===== config.mk =====
export PLATFORM = sky130hd
export DESIGN_NAME = tracker_pattern_unpacker_top
export DESIGN_NICKNAME = d
export VERILOG_FILES = /design/src/sv/tpu_pkg.sv /design/src/sv/tracker_pattern_unpacker_top.sv /design/src/sv/tpu_ram.sv /design/src/sv/tpu_parse.sv
export SDC_FILE = /design/constraint.sdc
export NUM_CORES = 2
export LEC_CHECK = 0
export BUFFER_PORTS_ARGS = -buffer_cell sky130_fd_sc_hd__buf_2
export CAP_MARGIN = 10
export CORE_MARGIN = 3
export CORE_UTILIZATION = 46
export DETAILED_ROUTE_END_ITERATION = 7
export GPL_TIMING_DRIVEN = 0
export SLEW_MARGIN = 20
export SYNTH_ARGS = -nofsm -noshare
export SYNTH_HDL_FRONTEND = slang
export SYNTH_SLANG_ARGS = --single-unit

===== constraint.sdc =====
create_clock -name clk -period 16.2 [get_ports clk]
set_input_delay 1.62 -clock clk [delete_from_list [all_inputs] [get_ports clk]]
set_output_delay 1.62 -clock clk [all_outputs]
set_load 0.005 [all_outputs]

===== src/sv/tpu_pkg.sv =====
// Types and constants shared by the tracker pattern unpacker modules.
`timescale 1ns / 1ps
package tpu_pkg;

	localparam int TRK_W  = 6;
	localparam int TRACKS = 1 << TRK_W;

	localparam logic [7:0] VOL_DEFAULT = 8'd255;
	localparam logic [2:0] HDR_ROWS_LO = 3'd2;
	localparam logic [2:0] HDR_ROWS_HI = 3'd3;
	localparam logic [2:0] HDR_LAST    = 3'd7;

	typedef enum logic [3:0] {
		PH_IDLE,
		PH_HEADER,
		PH_CHN,
		PH_MASK,
		PH_NOTE,
		PH_SAMPLE,
		PH_VOLUME,
		PH_EFFECT,
		PH_EFFVAL
	} phase_t;

	typedef struct packed {
		logic [7:0] note;
		logic [7:0] sample;
		logic [7:0] volume;
		logic [7:0] effect;
		logic [7:0] param;
	} cell_t;

	typedef struct packed {
		logic [7:0] mask;
		cell_t      val;
	} mem_row_t;

	typedef struct packed {
		logic             has_cell;
		logic             pattern_end;
		logic [15:0]      row_index;
		logic [TRK_W-1:0] channel;
		cell_t            body;
	} result_t;

	typedef struct packed {
		logic             en;
		logic [TRK_W-1:0] addr;
		mem_row_t         row;
	} mem_wr_t;

	localparam cell_t CELL_CLEAR = '{note: 8'd0, sample: 8'd0, volume: VOL_DEFAULT,
		effect: 8'd0, param: 8'd0};

endpackage


===== src/sv/tracker_pattern_unpacker_top.sv =====
// Top level of the tracker pattern unpacker: input stage, track memory, result register.
`timescale 1ns / 1ps
// Takes one pattern word per cycle and gives at most one result per word, held in the
// result register until the consumer takes it. The word goes into an
// input register while the 64-entry track memory is read at the track that the word
// would select; the parser then decodes the word against that row and the result
// register holds the cell for the consumer, so a new word is taken in every cycle
// unless a result waits with the consumer stalled. A row written by the word just
// before is forwarded. Per-track valid flags clear the whole memory at once when
// pattern_start is seen, so there is no clearing pass.
module tracker_pattern_unpacker_top #(
	parameter int CHANNELS = 64
) (
	input  logic       clk,
	input  logic       arst_n,
	input  logic       byte_valid,
	output logic       byte_ready,
	input  logic [7:0] data_byte,
	input  logic       pattern_start,
	output logic       cell_valid,
	input  logic       cell_ready,
	output logic       has_cell,
	output logic       pattern_end,
	output logic [15:0] row_index,
	output logic [5:0] channel,
	output logic [7:0] note_value,
	output logic [7:0] sample_number,
	output logic [7:0] volume_value,
	output logic [7:0] effect_command,
	output logic [7:0] effect_parameter
);
	import tpu_pkg::*;

	logic             valid_s1, start_s1, byp_s1, in_fire, pfire, res_valid;
	logic [7:0]       data_s1;
	mem_row_t         byp_row_s1, rdata, row_src;
	logic [TRK_W-1:0] rd_addr, trk_s1;
	logic [TRACKS-1:0] tvalid_q;
	result_t          res, res_q;
	mem_wr_t          wr;
	logic             out_valid_q;

	assign pfire      = valid_s1 && (!out_valid_q || cell_ready);
	assign byte_ready = !valid_s1 || pfire;
	assign in_fire    = byte_valid && byte_ready;
	assign rd_addr    = TRK_W'(data_byte - 8'd1);
	assign trk_s1     = TRK_W'(data_s1 - 8'd1);

	tpu_ram #(
		.WIDTH($bits(mem_row_t)),
		.DEPTH(TRACKS)
	) u_mem (
		.clk  (clk),
		.we   (wr.en),
		.waddr(wr.addr),
		.wdata(wr.row),
		.re   (in_fire),
		.raddr(rd_addr),
		.rdata(rdata)
	);

	always_comb begin
		if (byp_s1) begin
			row_src = byp_row_s1;
		end else if (tvalid_q[trk_s1]) begin
			row_src = rdata;
		end else begin
			row_src = '0;
		end
	end

	tpu_parse #(
		.CHANNELS(CHANNELS)
	) u_parse (
		.clk      (clk),
		.arst_n   (arst_n),
		.fire     (pfire),
		.data     (data_s1),
		.start    (start_s1),
		.row_src  (row_src),
		.res_valid(res_valid),
		.res      (res),
		.wr       (wr)
	);

	always_ff @(posedge clk or negedge arst_n) begin
		if (!arst_n) begin
			valid_s1    <= 1'b0;
			byp_s1      <= 1'b0;
			tvalid_q    <= '0;
			out_valid_q <= 1'b0;
		end else begin
			if (in_fire) begin
				valid_s1 <= 1'b1;
				byp_s1   <= wr.en && (wr.addr == rd_addr);
			end else if (pfire) begin
				valid_s1 <= 1'b0;
			end
			if (pfire && start_s1) begin
				tvalid_q <= '0;
			end else if (wr.en) begin
				tvalid_q[wr.addr] <= 1'b1;
			end
			if (pfire) begin
				out_valid_q <= res_valid;
			end else if (cell_ready) begin
				out_valid_q <= 1'b0;
			end
		end
	end

	always_ff @(posedge clk) begin
		if (in_fire) begin
			data_s1    <= data_byte;
			start_s1   <= pattern_start;
			byp_row_s1 <= wr.row;
		end
		if (pfire) begin
			res_q <= res;
		end
	end

	assign cell_valid       = out_valid_q;
	assign has_cell         = res_q.has_cell;
	assign pattern_end      = res_q.pattern_end;
	assign row_index        = res_q.row_index;
	assign channel          = res_q.channel;
	assign note_value       = res_q.body.note;
	assign sample_number    = res_q.body.sample;
	assign volume_value     = res_q.body.volume;
	assign effect_command   = res_q.body.effect;
	assign effect_parameter = res_q.body.param;

	a_ready_when_free: assert property (@(posedge clk) disable iff (!arst_n)
		!out_valid_q |-> byte_ready)
		else $error("input stalled with an empty result register");

	a_clear_on_start: assert property (@(posedge clk) disable iff (!arst_n)
		pfire && start_s1 |=> tvalid_q == '0)
		else $error("track memory not cleared at pattern start");

	a_no_write_on_start: assert property (@(posedge clk) disable iff (!arst_n)
		pfire && start_s1 |-> !wr.en)
		else $error("track memory written on a header word");

endmodule


===== src/sv/tpu_ram.sv =====
// Generic single-port-write, single-port-read RAM with registered read data.
`timescale 1ns / 1ps
module tpu_ram #(
	parameter int WIDTH = 48,
	parameter int DEPTH = 64
) (
	input  logic                     clk,
	input  logic                     we,
	input  logic [$clog2(DEPTH)-1:0] waddr,
	input  logic [WIDTH-1:0]         wdata,
	input  logic                     re,
	input  logic [$clog2(DEPTH)-1:0] raddr,
	output logic [WIDTH-1:0]         rdata
);

	logic [WIDTH-1:0] mem_q [DEPTH];

	always_ff @(posedge clk) begin
		if (we) begin
			mem_q[waddr] <= wdata;
		end
		if (re) begin
			rdata <= mem_q[raddr];
		end
	end

endmodule


===== src/sv/tpu_parse.sv =====
// Pattern parser: header, channel/mask/field decode, recall and per-track store.
`timescale 1ns / 1ps
module tpu_parse #(
	parameter int CHANNELS = 64
) (
	input  logic              clk,
	input  logic              arst_n,
	input  logic              fire,
	input  logic [7:0]        data,
	input  logic              start,
	input  tpu_pkg::mem_row_t row_src,
	output logic              res_valid,
	output tpu_pkg::result_t  res,
	output tpu_pkg::mem_wr_t  wr
);
	import tpu_pkg::*;

	localparam int EW = $clog2(CHANNELS + 1);

	phase_t           phase_q, phase_d, ph;
	logic [2:0]       hpos_q, hpos_d, hpos;
	logic [15:0]      rows_q, rows_d, rows;
	logic [15:0]      rowcnt_q, rowcnt_d, rowcnt;
	logic [EW-1:0]    ent_q, ent_d, ent, ent_inc;
	logic [TRK_W-1:0] trk_q, trk_d, trk_c;
	logic [7:0]       mask_q, mask_d, mask_c;
	cell_t            cell_q, cell_d, cell_c, fin;
	mem_row_t         mrow_q, mrow_d, mrow_c, row_new;
	logic [3:0]       first, hits;
	logic             do_adv, finish, end_row, pend, hdr_done;
	logic [16:0]      next_row;
	phase_t           adv_phase;

	// a pattern start restarts the header in the same word
	assign ph     = start ? PH_HEADER : phase_q;
	assign hpos   = start ? 3'd0 : hpos_q;
	assign rows   = start ? 16'd0 : rows_q;
	assign rowcnt = start ? 16'd0 : rowcnt_q;
	assign ent    = start ? EW'(0) : ent_q;

	assign trk_c  = (ph == PH_CHN) ? TRK_W'(data - 8'd1) : trk_q;
	assign mrow_c = (ph == PH_CHN) ? row_src : mrow_q;

	always_comb begin
		mask_c = mask_q;
		cell_c = cell_q;
		first  = 4'b0000;
		do_adv = 1'b0;
		case (ph)
			PH_CHN: begin
				mask_c = row_src.mask;
				cell_c = CELL_CLEAR;
				first  = 4'b1111;
				do_adv = (data != 8'd0) && !data[7];
			end
			PH_MASK: begin
				mask_c = data;
				first  = 4'b1111;
				do_adv = 1'b1;
			end
			PH_NOTE: begin
				cell_c.note = data + 8'd1;
				first       = 4'b1110;
				do_adv      = 1'b1;
			end
			PH_SAMPLE: begin
				cell_c.sample = data;
				first         = 4'b1100;
				do_adv        = 1'b1;
			end
			PH_VOLUME: begin
				cell_c.volume = data;
				first         = 4'b1000;
				do_adv        = 1'b1;
			end
			PH_EFFECT: cell_c.effect = data;
			PH_EFFVAL: cell_c.param  = data;
			default: ;
		endcase
	end

	assign hits = mask_c[3:0] & first;

	always_comb begin
		if (hits[0]) begin
			adv_phase = PH_NOTE;
		end else if (hits[1]) begin
			adv_phase = PH_SAMPLE;
		end else if (hits[2]) begin
			adv_phase = PH_VOLUME;
		end else begin
			adv_phase = PH_EFFECT;
		end
	end

	assign finish = (do_adv && (hits == 4'b0000)) || (ph == PH_EFFVAL);

	// recall first, then store what was read
	always_comb begin
		fin = cell_c;
		if (mask_c[4]) fin.note   = mrow_c.val.note;
		if (mask_c[5]) fin.sample = mrow_c.val.sample;
		if (mask_c[6]) fin.volume = mrow_c.val.volume;
		if (mask_c[7]) begin
			fin.effect = mrow_c.val.effect;
			fin.param  = mrow_c.val.param;
		end
		row_new      = mrow_c;
		row_new.mask = (ph == PH_MASK) ? data : mrow_c.mask;
		if (mask_c[0]) row_new.val.note   = fin.note;
		if (mask_c[1]) row_new.val.sample = fin.sample;
		if (mask_c[2]) row_new.val.volume = fin.volume;
		if (mask_c[3]) begin
			row_new.val.effect = fin.effect;
			row_new.val.param  = fin.param;
		end
	end

	assign ent_inc  = ent + EW'(1);
	assign end_row  = ((ph == PH_CHN) && (data == 8'd0)) ||
		(finish && (ent_inc == EW'(CHANNELS)));
	assign next_row = {1'b0, rowcnt} + 17'd1;
	assign pend     = next_row >= {1'b0, rows};
	assign hdr_done = (ph == PH_HEADER) && (hpos == HDR_LAST);

	// next state
	always_comb begin
		phase_d  = ph;
		hpos_d   = hpos;
		rows_d   = rows;
		rowcnt_d = rowcnt;
		ent_d    = ent;
		trk_d    = trk_c;
		mask_d   = mask_q;
		cell_d   = cell_c;
		mrow_d   = mrow_q;
		unique case (ph)
			PH_IDLE: ;
			PH_HEADER: begin
				if (hpos == HDR_ROWS_LO) rows_d[7:0]  = data;
				if (hpos == HDR_ROWS_HI) rows_d[15:8] = data;
				if (hpos == HDR_LAST) begin
					hpos_d   = 3'd0;
					rowcnt_d = 16'd0;
					ent_d    = EW'(0);
					phase_d  = (rows == 16'd0) ? PH_IDLE : PH_CHN;
				end else begin
					hpos_d = hpos + 3'd1;
				end
			end
			PH_CHN: begin
				if (data != 8'd0) begin
					mrow_d  = row_src;
					phase_d = PH_MASK;
					if (!data[7]) mask_d = row_src.mask;
				end
			end
			PH_MASK: begin
				mask_d      = data;
				mrow_d.mask = data;
			end
			PH_EFFECT: phase_d = PH_EFFVAL;
			PH_NOTE, PH_SAMPLE, PH_VOLUME, PH_EFFVAL: ;
			default: phase_d = PH_IDLE;
		endcase
		if (do_adv && !finish) phase_d = adv_phase;
		if (end_row) begin
			ent_d    = EW'(0);
			rowcnt_d = next_row[15:0];
			phase_d  = pend ? PH_IDLE : PH_CHN;
		end else if (finish) begin
			ent_d   = ent_inc;
			phase_d = PH_CHN;
		end
	end

	// outputs
	always_comb begin
		res_valid = finish || (hdr_done && (rows == 16'd0)) || (end_row && pend);
		res       = '0;
		if (finish) begin
			res.has_cell  = 1'b1;
			res.row_index = rowcnt;
			res.channel   = trk_c;
			res.body      = fin;
		end
		res.pattern_end = (hdr_done && (rows == 16'd0)) || (end_row && pend);
		wr.en   = fire && finish;
		wr.addr = trk_c;
		wr.row  = row_new;
	end

	always_ff @(posedge clk or negedge arst_n) begin
		if (!arst_n) begin
			phase_q  <= PH_IDLE;
			hpos_q   <= 3'd0;
			rows_q   <= 16'd0;
			rowcnt_q <= 16'd0;
			ent_q    <= EW'(0);
			trk_q    <= '0;
			mask_q   <= 8'd0;
			cell_q   <= CELL_CLEAR;
		end else if (fire) begin
			phase_q  <= phase_d;
			hpos_q   <= hpos_d;
			rows_q   <= rows_d;
			rowcnt_q <= rowcnt_d;
			ent_q    <= ent_d;
			trk_q    <= trk_d;
			mask_q   <= mask_d;
			cell_q   <= cell_d;
		end
	end

	always_ff @(posedge clk) begin
		if (fire) begin
			mrow_q <= mrow_d;
		end
	end

	a_end_when_empty: assert property (@(posedge clk) disable iff (!arst_n)
		res_valid && !res.has_cell |-> res.pattern_end)
		else $error("result with neither cell nor pattern end");

	a_wr_on_cell: assert property (@(posedge clk) disable iff (!arst_n)
		wr.en |-> res_valid && res.has_cell)
		else $error("track memory written without a completed cell");

	a_ent_bound: assert property (@(posedge clk) disable iff (!arst_n)
		ent_q < EW'(CHANNELS))
		else $error("row entry count out of range");

endmodule

== After elaboration in Yosys (flattened, before gate mapping) ==
Memories as Yosys holds them, arrays and structs flattened. A register that Yosys moved wholly into a read port is not among the register bits.
Index checks and enable logic that the tools add are counted.

* ROM bits: 0
* Memories kept: 1
* Latch bits: 0
* Output and inout bits: 66
* Logic and storage cells: 174
* Bits in registers: 336
* Memory bits (writable): 3072
* Bits of input ports: 13

{| class="wikitable"
|+ Memory list
! name !! words !! bits a word !! read ports !! clocked after memory_dff !! write ports !! RTL line !! source
|-
| u_mem.mem_q || 64 || 48 || 1 || 1 || 1 || tpu_ram.sv:16 || <nowiki>logic [WIDTH-1:0] mem_q [DEPTH];</nowiki>
|}

* Reductions and logical operators: 40
* Divide/modulo/power cells: 0
* $add $sub $neg: 6
* $lt $le $gt $ge: 4
* Bitwise gates (word level): 2
* Eq/ne operators: 15
* Mux-type cells: 67
* $mul: 0
* Shift-type cells: 0

{| class="wikitable"
|+ Operators by type and width
! kind !! count
|-
| two-way mux 48 bit || 4
|-
| two-way mux 16 bit || 8
|-
| two-way mux 64 bit || 2
|-
| one-hot mux 8 bit (2 select lines) || 8
|-
| two-way mux 8 bit || 11
|-
| OR 64 bit || 1
|-
| two-way mux 7 bit || 5
|-
| two-way mux 4 bit || 8
|-
| one-hot mux 4 bit (4 select lines) || 2
|-
| adder 16 x 1 -> 17 bit, second input constant || 1
|-
| greater-or-equal comparator 17 x 16 -> 1 bit || 1
|-
| == test 4 x 3 -> 1 bit, second input constant || 4
|-
| logical NOT 16 bit || 1
|-
| logical AND 1 bit || 14
|-
| < comparator 6 x 7 -> 1 bit, second input constant || 2
|-
| subtractor 6 x 1 -> 6 bit, second input constant || 2
|-
| two-way mux 1 bit || 10
|-
| two-way mux 3 bit || 3
|-
| adder 8 x 1 -> 8 bit, second input constant || 1
|-
| == test 4 x 2 -> 1 bit, second input constant || 2
|-
| logical NOT 4 bit || 2
|-
| logical NOT 8 bit || 1
|-
| nonzero test 2 bit || 4
|-
| nonzero test 8 bit || 1
|-
| other kinds (24) || 36
|}

== Longest topological paths before layout ==
* Depth after elaboration: 15
* Depth in mapped cells: 19
* Mapped depth without buffers: 18

== Modules after synthesis ==
A second synthesis with hierarchy kept.

* Cells, all modules: 6583
* Area total of the unflattened synthesis: 134909.4 um^2

{| class="wikitable"
|+ Modules (own cells, without submodules)
! module !! cells an instance !! area each (um^2) !! seq. area each (um^2) !! instances
|-
| tpu_ram || 4970 || 117597.8 || 93689.9 || 1
|-
| tpu_parse || 996 || 9549.2 || 3953.8 || 1
|-
| tracker_pattern_unpacker_top || 617 || 7762.4 || 5310.1 || 1
|}

== Least setup slack after synthesis ==
OpenSTA, ideal clock, no wires.

* Kind: flip-flop to flip-flop
* Start: register data_s1[0]
* End: register byp_row_s1[44] (netlist name), data pin
* Data required time: 15491 ps
* Arrival: 5628 ps
* Clock period less this slack: 6337 ps
* Setup slack: 9863 ps
* Stages on the path, launching flop included: 15
* Path buffers: 3
* Library setup time: 709 ps
* Path through: edfxtp_1 -> buf_4 -> buf_6 -> inv_1 -> ha_1 -> clkbuf_1 -> clkinv_1 -> nand3_1 -> nand4_1 -> a222oi_1 -> a21boi_2 -> nor2_4 -> a22oi_1 -> mux2_2 -> o21ai_0

* Word-level cells in the longest chain between the ends: 7

{| class="wikitable"
|+ RTL lines
! element !! RTL line !! source
|-
| from (decl) || tracker_pattern_unpacker_top.sv:35 || <nowiki>logic [7:0] data_s1;</nowiki>
|-
| from (signal assigned) || tracker_pattern_unpacker_top.sv:114 || <nowiki>data_s1 <= data_byte;</nowiki>
|-
| subtractor 6 x 1 -> 6 bit || tracker_pattern_unpacker_top.sv:47 || <nowiki>assign trk_s1 = TRK_W'(data_s1 - 8'd1);</nowiki>
|-
| binary-select mux 1 bit (select 6 bit) || tracker_pattern_unpacker_top.sv:65 || <nowiki>end else if (tvalid_q[trk_s1]) begin</nowiki>
|-
| two-way mux 1 bit (not written as such) || tracker_pattern_unpacker_top.sv:65 ||
|-
| two-way mux 48 bit || tracker_pattern_unpacker_top.sv:65 ||
|-
| two-way mux 48 bit || tracker_pattern_unpacker_top.sv:63 || <nowiki>if (byp_s1) begin</nowiki>
|-
| two-way mux 48 bit || tpu_parse.sv:42 || <nowiki>assign mrow_c = (ph == PH_CHN) ? row_src : mrow_q;</nowiki>
|-
| two-way mux 8 bit || tpu_parse.sv:109 || <nowiki>row_new.mask = (ph == PH_MASK) ? data : mrow_c.mask;</nowiki>
|-
| net u_mem.wdata[44] || tpu_ram.sv:10 || <nowiki>input logic [WIDTH-1:0] wdata,</nowiki>
|-
| to (signal assigned) || tracker_pattern_unpacker_top.sv:116 || <nowiki>byp_row_s1 <= wr.row;</nowiki>
|-
| to (decl) || tracker_pattern_unpacker_top.sv:36 || <nowiki>mem_row_t byp_row_s1, rdata, row_src;</nowiki>
|}

The timed path passes the listed nets, and every way through them passes these cells. The select of a mux whose other input is x is not followed.
A chain may end at the register's enable or synchronous reset.

== Worst setup path in the final report ==
* Start: input port data_byte[0]
* End: register u_mem.rdata[31] (read register of u_mem.mem_q), data pin

* Word-level cells in the longest chain between the ends: 1

{| class="wikitable"
|+ RTL lines
! element !! RTL line !! source
|-
| from (decl) || tracker_pattern_unpacker_top.sv:18 || <nowiki>input logic [7:0] data_byte,</nowiki>
|-
| subtractor 6 x 1 -> 6 bit || tracker_pattern_unpacker_top.sv:46 || <nowiki>assign rd_addr = TRK_W'(data_byte - 8'd1);</nowiki>
|-
| to (decl) || tpu_ram.sv:13 || <nowiki>output logic [WIDTH-1:0] rdata</nowiki>
|}

Every way passes these cells.

==> results.txt <==
Run status - finished clean
Final setup viols - 0
Die Area - 299000 um2
Placed Cells - 10289
Postcts setup bufs - 0
GPL Wtd Cong - 0.892
CP max FO - 10
H-tree depth - 5
Met2 WL - 178000 um
Post-synth ARST share - 4.83%
Site Rows - 198
Sequential cell area - 103000 um2
WP data required - 16780 ps
Largest family of logic cells by synthesized area - multiplexers
Clock latency on the worst-skew pair - 890 ps
Multi-input logic area - 31100 um2
Worst r2r src - data_s1[1]$_DFFE_PP_
Setup_tns - 0 ps
Hold path cells - 2
Max-Cap Viols - 0
# DRC - 0
Hold path endpoint - u_parse.cell_q[25]$_DFFE_PN0P_
Power, Total - 0.0224 W
Resized Gates After CTS - 0
CTS Hold Buffers Added - 0
Antenna violations before repair - 29
Fin cells - 10939
Design Area, Final - 159000 um2
Setup Skew - 41.3 ps
Die Ht - 547 um
Grt ovf - 0
Top sig layer - met5
Post-synthesis mux area share - 18.1%
Largest net degree at the start of global routing - 85
Beginning of the worst hold path - u_parse.cell_q[25]$_DFFE_PN0P_
CTS clk-pin slew, worst paths - 60 ps
Post-synthesis compound-gate area fraction - 1.91%
Post-Syn Area - 135000 um2
Clock Path Buffers - 4
Pwr dens - 141 nW/um2
FMAX - 120 MHz
Part of the Yosys area used for sequential elements - 76.5%
Clk root buf - clkbuf_16
P&R area growth vs syn - 18.2%
Wire per inst - 34.6 um
Post-Synth XOR/XNOR Area - 0.234%
Synth Instances - 6017
Worst VDD drop - 134 uV
Crit share post-route - 51.4%
CTS sink count - 3456
Synth Area per Inst - 22.4 um2
Post-synth cell types - 77
Yosys top cell by area - edfxtp_1
Initial DRC Count - 9356
Kind of start point of the critical path - input pin
Synth warn - 0
Adder-cell share of the synthesized area - 0.242%
Simple-gate share of the synthesized area - 1.92%
Hold crit path type - reg -> reg
Initial Util - 46.3%
Crit end category - register
Min Tclk post-route - 8330 ps
R2R depth - 19
First-pass GRT wire length - 529000 um
Slew HR - 16.5%
FF+latch count, synth - 3456
Largest cells by area after synthesis - edfxtp_1 (73%), mux4_2 (17%), dfrtp_1 (3.0%), mux2i_1 (0.74%), nand2_1 (0.74%)
Final Util - 54.7%
Post-Syn Nets - 6056
Routed WL - 378000 um
Reg2Reg Capture Point - u_mem.mem_q[42][11]$_DFFE_PP_
EDFF count, synth - 3289
Post-DRT Antenna Nets - 0
Yosys top cell area share - 73.3%
CTS tree - yes
Vias in the first global route - 67829
Post-synth top cells - edfxtp_1 (3289), mux4_2 (1016), nand2_1 (266)
CTS Buf Count - 357
Worst-Margin Slew - 1250 ps
Top-count cell post-synth - edfxtp_1
R2r setup slk - 8810 ps
Worst Setup Path Type - in -> reg
Final Max Tran Viols - 0
Data arrival time of the critical path - 8920 ps
RSZ-0062 raised after global routing - no
Die W - 547 um
Nets@finish - 6788
Cell Area, Placed - 148000 um2
Global Route Usage Sum - 25.2%
Vias - 67719
Fill cells - 21615
Metal3 WL - 35100 um
Vias per cell - 6.19
Fraction of layout cells with a size suffix above 1 - 31.3%
Leakage - 51.0 nW
Core area - 291000 um2
PortBufs - 78
Top_reg_cell synth - edfxtp_1
Final Hold Viols - 0
Post-Route M1 WL - 148000 um
DRT Pass-1 Iters - 5
Dpl hpwl - 271000 um
Num ports - 79
==> layer usage <==
metal / track usage (%) / up-vias
met2: 39.4 / 3480
met5: 0 / -
met4: 9.83 / 2
li1: - / 26913
met1: 35.5 / 36677
met3: 4.81 / 647
==> layout by cell type (no fill, tap or decap), types with 26 or more instances in the layout <==
master / instances
a21oi_1: 32
a22o_1: 53
a22oi_1: 28
and2_1: 33
buf_12: 127
buf_16: 146
buf_2: 131
bufinv_16: 34
clkbuf_1: 251
clkbuf_16: 362
clkbuf_2: 88
clkinv_1: 81
clkinv_2: 57
dfrtp_1: 159
edfxtp_1: 3289
ha_1: 26
inv_1: 29
mux2_2: 27
mux2i_1: 75
mux4_2: 1016
nand2_1: 265
nand3_1: 38
nor2_1: 88
nor2_4: 65
nor2b_1: 26
o21ai_0: 116
==> worst max path at each step <==
| stage | from | end | slack, ps |
|---|---|---|---|
| 6_report | data_byte[0] | u_mem.rdata[31]$_DFFE_PP_ | 7870 |
| 5_1_grt | data_byte[0] | u_mem.rdata[30]$_DFFE_PP_ | 7800 |
| 3_3_place_gp | data_byte[0] | u_mem.rdata[29]$_DFFE_PP_ | 3710 |
| 3_5_place_dp | data_byte[0] | u_mem.rdata[29]$_DFFE_PP_ | 7030 |
| 4_1_cts | data_byte[0] | u_mem.rdata[29]$_DFFE_PP_ | 7970 |
| 2_1_floorplan | data_s1[0]$_DFFE_PP_ | byp_row_s1[44]$_DFFE_PP_ | 9860 |
==> flip-flops by register name, indices dropped and copies added, names as in the netlist, 16 cells and up <==
name	count
u_parse.cell_q	40
u_mem.rdata	48
row_index	16
byp_row_s1	48
u_parse.rows_q	16
tvalid_q	64
u_parse.rowcnt_q	16
u_mem.mem_q	3072
u_parse.mrow_q	48
==> report_power, final <==
| group | total [W] | switching (W) | internal (W) |
|---|---|---|---|
| combinational | 0.00336 | 0.00226 | 0.00110 |
| sequential | 0.0110 | 0.0000938 | 0.0109 |
| clock | 0.00803 | 0.00338 | 0.00465 |
==> critical path, stage by stage <==
cell and delay (ps):
buf_2 220, clkbuf_1 250, clkbuf_2 450, clkbuf_2 670, buf_2 570, inv_1 280, ha_1 440, clkbuf_1 190
clkbuf_1 840, clkbuf_2 660, buf_16 240, clkbuf_1 730, mux4_2 420, mux4_2 560, mux4_2 630
==> cell families (layout without fill, tap and decap cells) <==
logic type / count (synthesis) / in the layout
xor gates and xnor gates: 36 / 36
other: 0 / 10
buffers and inverters: 380 / 1392
muxes: 1157 / 1157
DFF: 3456 / 3456
adders and majority gates: 26 / 26
and+or+nand+nor: 584 / 584
AOI/OAI and AO/OA: 378 / 378
==> cell type report <==
class,count,area share [%]
tap,3900,3.06
buffer,348,0.996
clock buffer,444,5.90
inverter,32,0.0786
sequential,3456,64.7
antenna,10,0.0157
timing repair buffer,373,4.56
multi-input combinational,2181,19.5
clock inverter,195,1.20
==> metrics by stage <==
step,hold WS [ps],setup slack [ps]
after floorplan,442,9860
after global placement,457,3710
after detailed placement,463,7030
after CTS,479,7970
after global routing,498,7800
final,476,7870
Power figures use the tool's default switching activity.
